`src/rtl/awl_pkg.sv`:
```
`default_nettype none

package awl_pkg;

    localparam int TIME_W     = 48;
    localparam int AIR_W      = 16;
    localparam int SUM_W      = 32;
    localparam int IN_DATA_W  = 64;
    localparam int OUT_DATA_W = 80;
    localparam int APB_DATA_W = 64;
    localparam int APB_ADDR_W = 4;

    localparam logic [TIME_W-1:0] WINDOW_RESET = 48'd3600000;

    // register index comes from paddr bit 3 (one 64-bit register per 8 bytes)
    localparam logic REG_WINDOW_LENGTH = 1'b0;

    typedef enum logic [1:0] {
        RD_OLDEST,
        RD_OLDEST_INC,
        RD_PTR_INC
    } rd_sel_t;

    typedef struct packed {
        rd_sel_t rd_sel;
        logic    take_item;
        logic    cap_tmp;
        logic    mrg_write;
        logic    append;
        logic    evict;
        logic    clr_result;
        logic    peek;
        logic    sum_first;
        logic    sum_acc;
        logic    out_load;
    } awl_cmd_t;

    typedef struct packed {
        logic count_zero;
        logic count_one;
        logic count_full;
        logic win_zero;
        logic evict_hit;
        logic rem_one;
        logic out_free;
    } awl_sts_t;

endpackage

`default_nettype wire

```
`src/rtl/airtime_window_ledger.sv`:
```
`default_nettype none

// channel   dir  tdata fields (low bit up)              tuser
// s_        in   time_value[47:0] air_time[63:48]        opcode
// m_        out  used_airtime[31:0] oldest_end[79:32]    -
// apb       in   window_length at 0x0 (64-bit word)      -
//
// record: ST_APPEND, preceded by ST_MRG_A, ST_MRG_B and ST_MRG_W when the ring is full
// and the two oldest records merge; query: ST_EV_RD, ST_EV_CHK per evicted record,
// ST_SUM per further summed record, then ST_OUT; a zero window peeks without summing
// the single read port of the record memories sets the walk to one record a cycle
// reset clears ring pointers and loads the window register with WINDOW_RESET; no clearing pass
// a waiting result holds only the output register; new requests are taken meanwhile
// until the next query result is ready and stalls behind it

module airtime_window_ledger #(
    parameter int RING_DEPTH = 16
) (
    input  wire logic                                aclk,
    input  wire logic                                aresetn,
    input  wire logic                                s_tvalid,
    output logic                                     s_tready,
    input  wire logic      [awl_pkg::IN_DATA_W-1:0]  s_tdata,  // time_value, air_time
    input  wire logic                                s_tuser,  // opcode
    output logic                                     m_tvalid,
    input  wire logic                                m_tready,
    output logic           [awl_pkg::OUT_DATA_W-1:0] m_tdata,  // used_airtime, oldest_end
    input  wire logic                                psel,
    input  wire logic                                penable,
    input  wire logic                                pwrite,
    input  wire logic      [awl_pkg::APB_ADDR_W-1:0] paddr,
    input  wire logic      [awl_pkg::APB_DATA_W-1:0] pwdata,
    output logic           [awl_pkg::APB_DATA_W-1:0] prdata,
    output logic                                     pready
);

    import awl_pkg::*;

    awl_cmd_t          cmd;
    awl_sts_t          sts;
    logic              cfg_wr;
    logic [TIME_W-1:0] window_length;

    assign pready = 1'b1;
    assign cfg_wr = psel && penable && pwrite && pready &&
                    (paddr[3] == REG_WINDOW_LENGTH);
    assign prdata = (paddr[3] == REG_WINDOW_LENGTH) ?
                    {{(APB_DATA_W-TIME_W){1'b0}}, window_length} : '0;

    awl_ctrl u_ctrl (
        .aclk     (aclk),
        .aresetn  (aresetn),
        .in_valid (s_tvalid),
        .in_query (s_tuser),
        .in_ready (s_tready),
        .cmd      (cmd),
        .sts      (sts)
    );

    awl_dp #(
        .RING_DEPTH (RING_DEPTH)
    ) u_dp (
        .aclk          (aclk),
        .aresetn       (aresetn),
        .cfg_wr        (cfg_wr),
        .cfg_data      (pwdata[TIME_W-1:0]),
        .window_length (window_length),
        .in_data       (s_tdata),
        .cmd           (cmd),
        .sts           (sts),
        .m_tvalid      (m_tvalid),
        .m_tready      (m_tready),
        .m_tdata       (m_tdata)
    );

    a_busy_after_request: assert property (@(posedge aclk) disable iff (!aresetn)
        (s_tvalid && s_tready) |=> !s_tready)
        else $error("request taken while previous one still in progress");

    a_no_append_when_full: assert property (@(posedge aclk) disable iff (!aresetn)
        cmd.append |-> !sts.count_full)
        else $error("append into a full ring");

    a_ring_update_exclusive: assert property (@(posedge aclk) disable iff (!aresetn)
        $onehot0({cmd.mrg_write, cmd.append, cmd.evict, cmd.sum_acc}))
        else $error("conflicting ring updates");

    a_load_into_free_output: assert property (@(posedge aclk) disable iff (!aresetn)
        cmd.out_load |-> sts.out_free)
        else $error("result loaded over a pending one");

endmodule

`default_nettype wire

```
`src/rtl/awl_ram.sv`:
```
`default_nettype none

module awl_ram #(
    parameter int WIDTH = 32,
    parameter int DEPTH = 16
) (
    input  wire logic                     aclk,
    input  wire logic                     wr_en,
    input  wire logic [$clog2(DEPTH)-1:0] wr_addr,
    input  wire logic [WIDTH-1:0]         wr_data,
    input  wire logic [$clog2(DEPTH)-1:0] rd_addr,
    output logic      [WIDTH-1:0]         rd_data
);

    logic [WIDTH-1:0] mem_reg [DEPTH];

    always_ff @(posedge aclk) begin
        if (wr_en) begin
            mem_reg[wr_addr] <= wr_data;
        end
        rd_data <= mem_reg[rd_addr];
    end

endmodule

`default_nettype wire

```
`src/rtl/awl_ctrl.sv`:
```
`default_nettype none

module awl_ctrl (
    input  wire logic              aclk,
    input  wire logic              aresetn,
    input  wire logic              in_valid,
    input  wire logic              in_query,
    output logic                   in_ready,
    output awl_pkg::awl_cmd_t      cmd,
    input  wire awl_pkg::awl_sts_t sts
);

    import awl_pkg::*;

    typedef enum logic [3:0] {
        ST_IDLE,
        ST_MRG_A,
        ST_MRG_B,
        ST_MRG_W,
        ST_APPEND,
        ST_EV_RD,
        ST_EV_CHK,
        ST_SUM,
        ST_OUT
    } state_t;

    state_t state_reg;
    state_t state_next;

    always_comb begin
        cmd        = '0;
        cmd.rd_sel = RD_OLDEST;
        in_ready   = 1'b0;
        state_next = state_reg;
        case (state_reg)
            ST_IDLE: begin
                in_ready = 1'b1;
                if (in_valid) begin
                    cmd.take_item = 1'b1;
                    if (in_query) begin
                        state_next = ST_EV_RD;
                    end else if (sts.count_full) begin
                        state_next = ST_MRG_A;
                    end else begin
                        state_next = ST_APPEND;
                    end
                end
            end
            ST_MRG_A: begin
                cmd.rd_sel = RD_OLDEST;
                state_next = ST_MRG_B;
            end
            ST_MRG_B: begin
                cmd.rd_sel  = RD_OLDEST_INC;
                cmd.cap_tmp = 1'b1;
                state_next  = ST_MRG_W;
            end
            ST_MRG_W: begin
                cmd.mrg_write = 1'b1;
                state_next    = ST_APPEND;
            end
            ST_APPEND: begin
                cmd.append = 1'b1;
                state_next = ST_IDLE;
            end
            ST_EV_RD: begin
                cmd.rd_sel = RD_OLDEST;
                if (sts.count_zero) begin
                    cmd.clr_result = 1'b1;
                    state_next     = ST_OUT;
                end else begin
                    state_next = ST_EV_CHK;
                end
            end
            ST_EV_CHK: begin
                // next oldest is read ahead so an eviction needs no separate read state
                cmd.rd_sel = RD_OLDEST_INC;
                if (sts.evict_hit) begin
                    cmd.evict = 1'b1;
                    if (sts.count_one) begin
                        cmd.clr_result = 1'b1;
                        state_next     = ST_OUT;
                    end
                end else if (sts.win_zero) begin
                    cmd.peek   = 1'b1;
                    state_next = ST_OUT;
                end else begin
                    cmd.sum_first = 1'b1;
                    state_next    = sts.count_one ? ST_OUT : ST_SUM;
                end
            end
            ST_SUM: begin
                cmd.rd_sel  = RD_PTR_INC;
                cmd.sum_acc = 1'b1;
                if (sts.rem_one) begin
                    state_next = ST_OUT;
                end
            end
            ST_OUT: begin
                if (sts.out_free) begin
                    cmd.out_load = 1'b1;
                    state_next   = ST_IDLE;
                end
            end
            default: begin
                state_next = ST_IDLE;
            end
        endcase
    end

    always_ff @(posedge aclk) begin
        if (!aresetn) begin
            state_reg <= ST_IDLE;
        end else begin
            state_reg <= state_next;
        end
    end

endmodule

`default_nettype wire

```
`src/rtl/awl_dp.sv`:
```
`default_nettype none

module awl_dp #(
    parameter int RING_DEPTH = 16
) (
    input  wire logic                               aclk,
    input  wire logic                               aresetn,
    input  wire logic                               cfg_wr,
    input  wire logic      [awl_pkg::TIME_W-1:0]    cfg_data,
    output logic           [awl_pkg::TIME_W-1:0]    window_length,
    input  wire logic      [awl_pkg::IN_DATA_W-1:0] in_data,
    input  wire awl_pkg::awl_cmd_t                  cmd,
    output awl_pkg::awl_sts_t                       sts,
    output logic                                    m_tvalid,
    input  wire logic                               m_tready,
    output logic           [awl_pkg::OUT_DATA_W-1:0] m_tdata
);

    import awl_pkg::*;

    localparam int IW = $clog2(RING_DEPTH);
    localparam int CW = $clog2(RING_DEPTH + 1);

    function automatic logic [SUM_W-1:0] sat_add(input logic [SUM_W-1:0] a,
                                                 input logic [SUM_W-1:0] b);
        logic [SUM_W:0] s;
        s = {1'b0, a} + {1'b0, b};
        return s[SUM_W] ? {SUM_W{1'b1}} : s[SUM_W-1:0];
    endfunction

    logic [TIME_W-1:0] window_reg;
    logic [TIME_W-1:0] time_reg;
    logic [AIR_W-1:0]  air_reg;
    logic [TIME_W-1:0] cutoff_reg;
    logic [IW-1:0]     oldest_reg;
    logic [CW-1:0]     count_reg;
    logic [IW-1:0]     ptr_reg;
    logic [CW-1:0]     rem_reg;
    logic [TIME_W-1:0] tmp_end_reg;
    logic [SUM_W-1:0]  tmp_air_reg;
    logic [SUM_W-1:0]  sum_reg;
    logic [TIME_W-1:0] oe_reg;
    logic              m_valid_reg;
    logic [OUT_DATA_W-1:0] m_data_reg;

    logic [TIME_W-1:0] in_time;
    logic [AIR_W-1:0]  in_air;
    logic [TIME_W:0]   diff;
    logic [TIME_W-1:0] cutoff_next;
    logic [IW-1:0]     oldest_inc;
    logic [IW-1:0]     ptr_inc;
    logic [IW:0]       app_sum;
    logic [IW:0]       app_wrap;
    logic [IW-1:0]     app_addr;
    logic [IW-1:0]     rd_addr;
    logic [IW-1:0]     wr_addr;
    logic              wr_en;
    logic [TIME_W-1:0] wr_end;
    logic [SUM_W-1:0]  wr_air;
    logic [TIME_W-1:0] rd_end;
    logic [SUM_W-1:0]  rd_air;

    assign in_time     = in_data[TIME_W-1:0];
    assign in_air      = in_data[TIME_W +: AIR_W];
    assign diff        = {1'b0, in_time} - {1'b0, window_reg};
    assign cutoff_next = diff[TIME_W] ? '0 : diff[TIME_W-1:0];

    assign oldest_inc = (oldest_reg == IW'(RING_DEPTH - 1)) ? '0 : oldest_reg + 1'b1;
    assign ptr_inc    = (ptr_reg == IW'(RING_DEPTH - 1)) ? '0 : ptr_reg + 1'b1;
    assign app_sum    = {1'b0, oldest_reg} + (IW+1)'(count_reg);
    assign app_wrap   = (app_sum >= (IW+1)'(RING_DEPTH)) ?
                        app_sum - (IW+1)'(RING_DEPTH) : app_sum;
    assign app_addr   = app_wrap[IW-1:0];

    always_comb begin
        case (cmd.rd_sel)
            RD_OLDEST:     rd_addr = oldest_reg;
            RD_OLDEST_INC: rd_addr = oldest_inc;
            RD_PTR_INC:    rd_addr = ptr_inc;
            default:       rd_addr = oldest_reg;
        endcase
    end

    assign wr_en   = cmd.append | cmd.mrg_write;
    assign wr_addr = cmd.append ? app_addr : oldest_inc;
    assign wr_end  = cmd.append ? time_reg :
                     ((rd_end > tmp_end_reg) ? rd_end : tmp_end_reg);
    assign wr_air  = cmd.append ? {{(SUM_W-AIR_W){1'b0}}, air_reg} :
                     sat_add(tmp_air_reg, rd_air);

    awl_ram #(
        .WIDTH (TIME_W),
        .DEPTH (RING_DEPTH)
    ) u_end_ram (
        .aclk    (aclk),
        .wr_en   (wr_en),
        .wr_addr (wr_addr),
        .wr_data (wr_end),
        .rd_addr (rd_addr),
        .rd_data (rd_end)
    );

    awl_ram #(
        .WIDTH (SUM_W),
        .DEPTH (RING_DEPTH)
    ) u_air_ram (
        .aclk    (aclk),
        .wr_en   (wr_en),
        .wr_addr (wr_addr),
        .wr_data (wr_air),
        .rd_addr (rd_addr),
        .rd_data (rd_air)
    );

    assign sts.count_zero = (count_reg == '0);
    assign sts.count_one  = (count_reg == CW'(1));
    assign sts.count_full = (count_reg == CW'(RING_DEPTH));
    assign sts.win_zero   = (window_reg == '0);
    assign sts.evict_hit  = (window_reg != '0) && (count_reg != '0) &&
                            (rd_end <= cutoff_reg);
    assign sts.rem_one    = (rem_reg == CW'(1));
    assign sts.out_free   = !m_valid_reg || m_tready;

    // control state
    always_ff @(posedge aclk) begin
        if (!aresetn) begin
            window_reg  <= WINDOW_RESET;
            oldest_reg  <= '0;
            count_reg   <= '0;
            m_valid_reg <= 1'b0;
        end else begin
            if (cfg_wr) begin
                window_reg <= cfg_data;
            end
            if (cmd.mrg_write) begin
                oldest_reg <= oldest_inc;
                count_reg  <= count_reg - 1'b1;
            end else if (cmd.append) begin
                count_reg <= count_reg + 1'b1;
            end else if (cmd.evict) begin
                oldest_reg <= oldest_inc;
                count_reg  <= count_reg - 1'b1;
            end
            if (cmd.out_load) begin
                m_valid_reg <= 1'b1;
            end else if (m_tready) begin
                m_valid_reg <= 1'b0;
            end
        end
    end

    // payload
    always_ff @(posedge aclk) begin
        if (cmd.take_item) begin
            time_reg   <= in_time;
            air_reg    <= in_air;
            cutoff_reg <= cutoff_next;
        end
        if (cmd.cap_tmp) begin
            tmp_end_reg <= rd_end;
            tmp_air_reg <= rd_air;
        end
        if (cmd.clr_result) begin
            sum_reg <= '0;
            oe_reg  <= '0;
        end else if (cmd.peek) begin
            sum_reg <= '0;
            oe_reg  <= rd_end;
        end else if (cmd.sum_first) begin
            sum_reg <= rd_air;
            oe_reg  <= rd_end;
            ptr_reg <= oldest_inc;
            rem_reg <= count_reg - 1'b1;
        end else if (cmd.sum_acc) begin
            sum_reg <= sat_add(sum_reg, rd_air);
            ptr_reg <= ptr_inc;
            rem_reg <= rem_reg - 1'b1;
        end
        if (cmd.out_load) begin
            m_data_reg <= {oe_reg, sum_reg};
        end
    end

    assign window_length = window_reg;
    assign m_tvalid      = m_valid_reg;
    assign m_tdata       = m_data_reg;

endmodule

`default_nettype wire

```
`config.mk`:
```
export PLATFORM = sky130hd
export DESIGN_NAME = airtime_window_ledger
export DESIGN_NICKNAME = d
export VERILOG_FILES = /design/src/rtl/awl_pkg.sv /design/src/rtl/airtime_window_ledger.sv /design/src/rtl/awl_ram.sv /design/src/rtl/awl_ctrl.sv /design/src/rtl/awl_dp.sv
export SDC_FILE = /design/constraint.sdc
export NUM_CORES = 2
export LEC_CHECK = 0
export BUFFER_PORTS_ARGS = -buffer_cell sky130_fd_sc_hd__buf_2
export CORE_ASPECT_RATIO = 1.5
export CORE_UTILIZATION = 40
export DETAILED_ROUTE_END_ITERATION = 10
export PLACE_DENSITY_LB_ADDON = 0.1
export SLEW_MARGIN = 20
export SYNTH_ARGS = -nofsm -noshare
export SYNTH_HDL_FRONTEND = slang
export SYNTH_HIERARCHICAL = 1
export SYNTH_SLANG_ARGS = --single-unit
```
`constraint.sdc`:
```
create_clock -name aclk -period 11.25 [get_ports aclk]
set_input_delay 1.125 -clock aclk [delete_from_list [all_inputs] [get_ports aclk]]
set_output_delay 1.125 -clock aclk [all_outputs]
set_load 0.02 [all_outputs]
```
==> Yosys cells after proc, flatten, opt, wreduce, memory -nomap -nowiden <==
Memories as Yosys holds them, arrays and structs flattened. A register that Yosys moved wholly into a read port is not among the register bits.
Index checks and enable logic that the tools add are counted.
{ "word_totals": {"reg_bits": 423, "latchBits": 0, "ram_bits": 1280, "romBits": 0, "output_inout_bits": 147, "elab_cells": 135, "mem_count": 2} }
{ "classes": {"add_sub_neg": 10, "multipliers": 0, "div_mod_pow": 0, "n_lt_le_gt_ge": 3, "n_eq_ne": 20, "shift": 0, "mux": 59, "bitwise_logic": 4, "n_reduce_logical": 22} }
{ "memory_table": {"columns": ["name", "depth", "word_bits", "read_ports", "rd_ports_with_merged_regs", "wr", "line", "rtl"], "rows": [
  ["u_dp.u_end_ram.mem_reg", 16, 48, 1, 1, 1, "awl_ram.sv:15", "logic [WIDTH-1:0] mem_reg [DEPTH];"],
  ["u_dp.u_air_ram.mem_reg", 16, 32, 1, 1, 1, "awl_ram.sv:15", null]
]} }
{ "ops": {"columns": ["op", "n"], "rows": [
  ["48-bit two-way mux", 5],
  ["32-bit two-way mux", 5],
  ["4-bit two-way mux", 17],
  ["32-bit by 32-bit adder with 33-bit output", 2],
  ["48-bit by 48-bit subtractor with 49-bit output", 1],
  ["48-bit > comparator", 1],
  ["48-bit <= comparator", 1],
  ["48-bit logical NOT", 1],
  ["48-bit nonzero test", 1],
  ["4-bit case mux with 8 select lines", 1],
  ["5-bit two-way mux", 5],
  ["1-bit two-way mux", 18],
  ["4-bit by 3-bit equality test with 1-bit output (second input constant)", 4],
  ["4-bit equality test (second input constant)", 3],
  ["5-bit by 1-bit equality test with 1-bit output (second input constant)", 2],
  ["5-bit by 1-bit subtractor with 5-bit output (second input constant)", 2],
  ["4-bit by 1-bit adder with 4-bit output (second input constant)", 2],
  ["4-bit by 2-bit equality test with 1-bit output (second input constant)", 2],
  ["4-bit case mux with 2 select lines", 1],
  ["2-bit nonzero test", 4],
  ["2-bit two-way mux", 3],
  ["3-bit two-way mux", 2],
  ["2-bit != test (second input constant)", 3],
  ["4-bit by 5-bit adder with 5-bit output", 1],
  ["24 further kinds", 31]
]} }

==> Logic depth before layout (Yosys ltp) <==
{ "depth": {"ltp_word": 8, "mapped_depth": 21, "mapped_depth_nobuf": 19} }

==> Hierarchy <==
Netlist, hierarchy kept.
{ "modules_own_cells": {"columns": ["module", "n_inst", "cells_per_inst", "area_per_inst_um2", "seq_area_each_um2"], "rows": [
  ["awl_ram (u_dp.u_end_ram)", 1, 1242, 29691.0, 24023.0],
  ["awl_dp", 1, 2452, 24324.6, 11200.7],
  ["awl_ram (u_dp.u_air_ram)", 1, 838, 19854.0, 16015.4],
  ["airtime_window_ledger", 1, 73, 495.5, 0.0],
  ["awl_ctrl", 1, 60, 440.4, 80.1]
]} }

==> Worst setup path after synthesis <==
No wires, ideal clock.
{ "synth_timing": {"path_kind": "register -> register", "from": "register u_ctrl.state_reg[0]", "to": "register u_dp.tmp_air_reg[0], enable pin", "arrival_ns": 6.053, "path_slack_ns": 4.580, "stages_incl_launch_ff": 4, "period_less_slack_ns": 6.670, "cell_sequence": "dfxtp_1 -> buf_6 -> buf_2 -> nor3_1"} }
{ "synth_rtl": {"columns": ["item", "line", "rtl"], "rows": [
  ["start: declaration", "awl_ctrl.sv:27", "state_t state_reg;"],
  ["start signal: assignment", "awl_ctrl.sv:115", "state_reg <= state_next;"],
  ["end signal: assignment", "awl_dp.sv:161", "tmp_air_reg <= rd_air;"],
  ["end: declaration", "awl_dp.sv:40", "logic [SUM_W-1:0] tmp_air_reg;"]
]} }

==> impl_metrics.json <==
{
  "r2r-start": "u_dp/window_length[8]",
  "cap_violations": 0,
  "start_kind": "flip-flop",
  "nets": 5386,
  "grt_usage": 0.2246,
  "rsz0062_at_grt": "no",
  "worst_pin_slew_ns": 1.172,
  "cts.sinks": 1783,
  "place_ws_ns": 5.424,
  "die_h_um": 531.6,
  "crit_required_ns": 11.97,
  "slew_violations": 0,
  "cts-resized-gates": 0,
  "clock_skew_ns": 0.04991,
  "ys_ff_latch": 1783,
  "setup_viol": 0,
  "outcome": "completed",
  "syn-mean-instance-area_um2": 16.04,
  "overflow": 0,
  "fin_util": 0.4595,
  "grt_max_degree": 118,
  "seq_area_frac_synth": 0.6860,
  "dp_hpwl_um": 132200,
  "antenna_found_initial": 10,
  "drive_gt1_frac": 0.2135,
  "drc": 0,
  "total_power_uw": 19220,
  "die_area_um2": 188800,
  "cts-root-buf": "clkbuf_16",
  "vdd_ir_drop_max_mv": 0.1198,
  "fmax_ghz": 0.1765,
  "gp_congestion": 0.8805,
  "ant_nets": 0,
  "crit_start": "u_dp/window_length[8]",
  "grt_pass1_wl_um": 305500,
  "fill_cells": 16450,
  "hold_slack_ns": 0.4294,
  "cp-end-kind": "flip-flop",
  "min_path_cells": 0,
  "vias": 42140,
  "ys_warn_count": 6,
  "fin_tns_setup_ns": 0,
  "crit_fanout": 22,
  "hold_path_startpoint": "u_dp/oe_reg[20]",
  "syn2layout_area_growth_pct": 14.21,
  "crit_type": "reg -> reg",
  "netlist_area_um2": 74810,
  "cts_hold_buf": 0,
  "cts.clk_slew.worst_paths_ns": 0.06,
  "relSlewSlack": 0.2187,
  "async_flop_share": 0,
  "finalCritPeriodShare": 0.5035,
  "syn_inst": 4665,
  "drtPass1Iterations": 5,
  "cts_tree": "built",
  "hold_class": "reg -> reg",
  "wl_per_cell_um": 28.06,
  "postCtsSetupBuffers": 0,
  "reg2reg_setup_slack_ns": 5.59,
  "totalWireLength_um": 213700,
  "ys_types": 92,
  "power.leakage_uw": 0.02900,
  "via_per_inst": 5.534,
  "start_util": 0.4023,
  "setup_ws_ns": 5.586,
  "period_needed_ns": 5.664,
  "ys.flop_type": "edfxtp_1",
  "grt_pass1_vias": 43360,
  "core-area_um2": 185900,
  "htreeDepth": 4,
  "drt_iter0_drc": 3394,
  "die_w_um": 355.1,
  "row_count": 194,
  "cts_buffers": 182,
  "largest_reg_flops": 768,
  "power_density_nw_per_um2": 225.0,
  "io_buffers": 250,
  "io-pin-count": 287,
  "finalHoldViolations": 0,
  "crit_arrival_ns": 6.39,
  "clock_latency_ns": 0.83,
  "clk_path_buf_depth": 4,
  "r2r_cells": 18,
  "synth_edf_count": 1561
}
cells in the mapped netlist (5+ instances only):
cell type | count | area [um^2]
a211oi_1 | 23 | 172.7
a21boi_0 | 6 | 45.04
a21o_1 | 91 | 683.2
a21oi_1 | 212 | 1061
a221oi_1 | 5 | 43.79
a22oi_1 | 163 | 1224
a2bb2oi_1 | 15 | 131.4
a31oi_1 | 20 | 125.1
and2_1 | 15 | 93.84
and3_1 | 18 | 112.6
and4_1 | 5 | 43.79
buf_1 | 29 | 108.9
buf_2 | 26 | 130.1
buf_4 | 50 | 375.4
buf_6 | 8 | 90.09
clkbuf_1 | 117 | 439.2
dfxtp_1 | 222 | 4444
edfxtp_1 | 1561 | 46870
ha_1 | 221 | 2765
inv_1 | 189 | 709.4
mux2i_1 | 89 | 890.9
mux4_2 | 320 | 7207
nand2_1 | 369 | 1385
nand2b_1 | 19 | 118.9
nand3_1 | 29 | 145.1
nand3b_1 | 10 | 75.07
nand4_1 | 47 | 294.0
nor2_1 | 186 | 698.2
nor2b_1 | 110 | 688.2
nor2b_2 | 5 | 43.79
nor3_1 | 38 | 190.2
nor4_1 | 16 | 100.1
o211ai_1 | 13 | 97.59
o21a_1 | 21 | 157.7
o21ai_0 | 128 | 640.6
o21ai_1 | 6 | 30.03
o21bai_1 | 21 | 157.7
o221ai_1 | 14 | 122.6
o221ai_2 | 9 | 135.1
o22ai_1 | 13 | 81.33
o31a_1 | 8 | 70.07
o31ai_1 | 9 | 67.56
or2_2 | 11 | 68.82
xnor2_1 | 66 | 578.1
xor2_1 | 38 | 332.8
metrics by stage:
step,instances,instance area [um^2]
detailed placement,7286,79460
global placement,7286,79460
finish,7615,85440
global route,7612,85430
floorplan,4680,74860
CTS,7610,85280
area by class of cell:
| cell class | instances | area [um^2] | share of cell area |
|---|---|---|---|
| timing repair buffer | 387 | 2330 | 0.02727 |
| antenna | 4 | 10.01 | 0.0001172 |
| clock inverter | 76 | 739.5 | 0.008655 |
| tap | 2450 | 3065 | 0.03588 |
| inverter | 190 | 713.2 | 0.008347 |
| sequential | 1783 | 51320 | 0.6007 |
| clock buffer | 248 | 5087 | 0.05955 |
| multi-input combinational | 2477 | 22170 | 0.2595 |
layout by cell type (no fill, tap or decap), drive strengths merged, types with 29 or more instances in the layout:
cell type and instances:
clkinv 48, inv 197, edfxtp 1561, nand4 47, ha 221, o21ai 135, nand3 29, mux2i 89
xor2 38, a21oi 213, a21o 91, buf 386, dfxtp 222, mux4 320, xnor2 66, nor2 187
a22oi 163, nor3 39, nor2b 115, clkbuf 249, nand2 369
critical path: stages (launching register included):
cell and delay, ns:
dfxtp_1 0.41, nor4_1 0.57, nand4_1 0.34, nor3_1 0.27
buf_4 0.23, or2_2 0.26, nor3_1 0.07, and3_1 0.22
o221ai_1 0.10, o41ai_2 0.12, buf_4 0.21, nor3_2 0.61
buf_4 0.47, nor2_1 0.08, o21ai_0 0.10, a211o_1 0.65
nand2b_4 0.44, o221ai_1 0.17, a21oi_1 0.18
per-layer routing:
metal  track usage  up-vias  wire length (um)
met3       0.02653      260              9522
met2        0.3995     1139            110800
met5             0        -                49
met1        0.2931    21870             89240
li1              -    18870                 -
met4       0.04804        8              4064
cells by family after synthesis:
logic type / count (synthesis) / share of synthesized area
AO/OA/AOI/OAI: 819 / 0.07316
multiplexers: 412 / 0.1087
buffers and inverters: 420 / 0.02482
adder cells (fa/ha/maj): 225 / 0.03804
XOR/XNOR: 104 / 0.01218
other: 2 / 0.0001004
AND/OR/NAND/NOR: 900 / 0.05697
flip-flops: 1783 / 0.6860
where the power goes:
group	internal, uW	total, uW	switching [uW]
registers	8830	9170	341
logic	1280	4040	2760
clock network	3450	6000	2560
total	13600	19200	5660
worst paths after layout:
kind                                         end
worst max-delay path            u_dp/sum_reg[21]
worst min-delay path            u_dp/m_tdata[52]
worst max register to register  u_dp/sum_reg[21]
worst min register to register  u_dp/m_tdata[52]
Note: power is estimated with default switching activity, not from simulation.
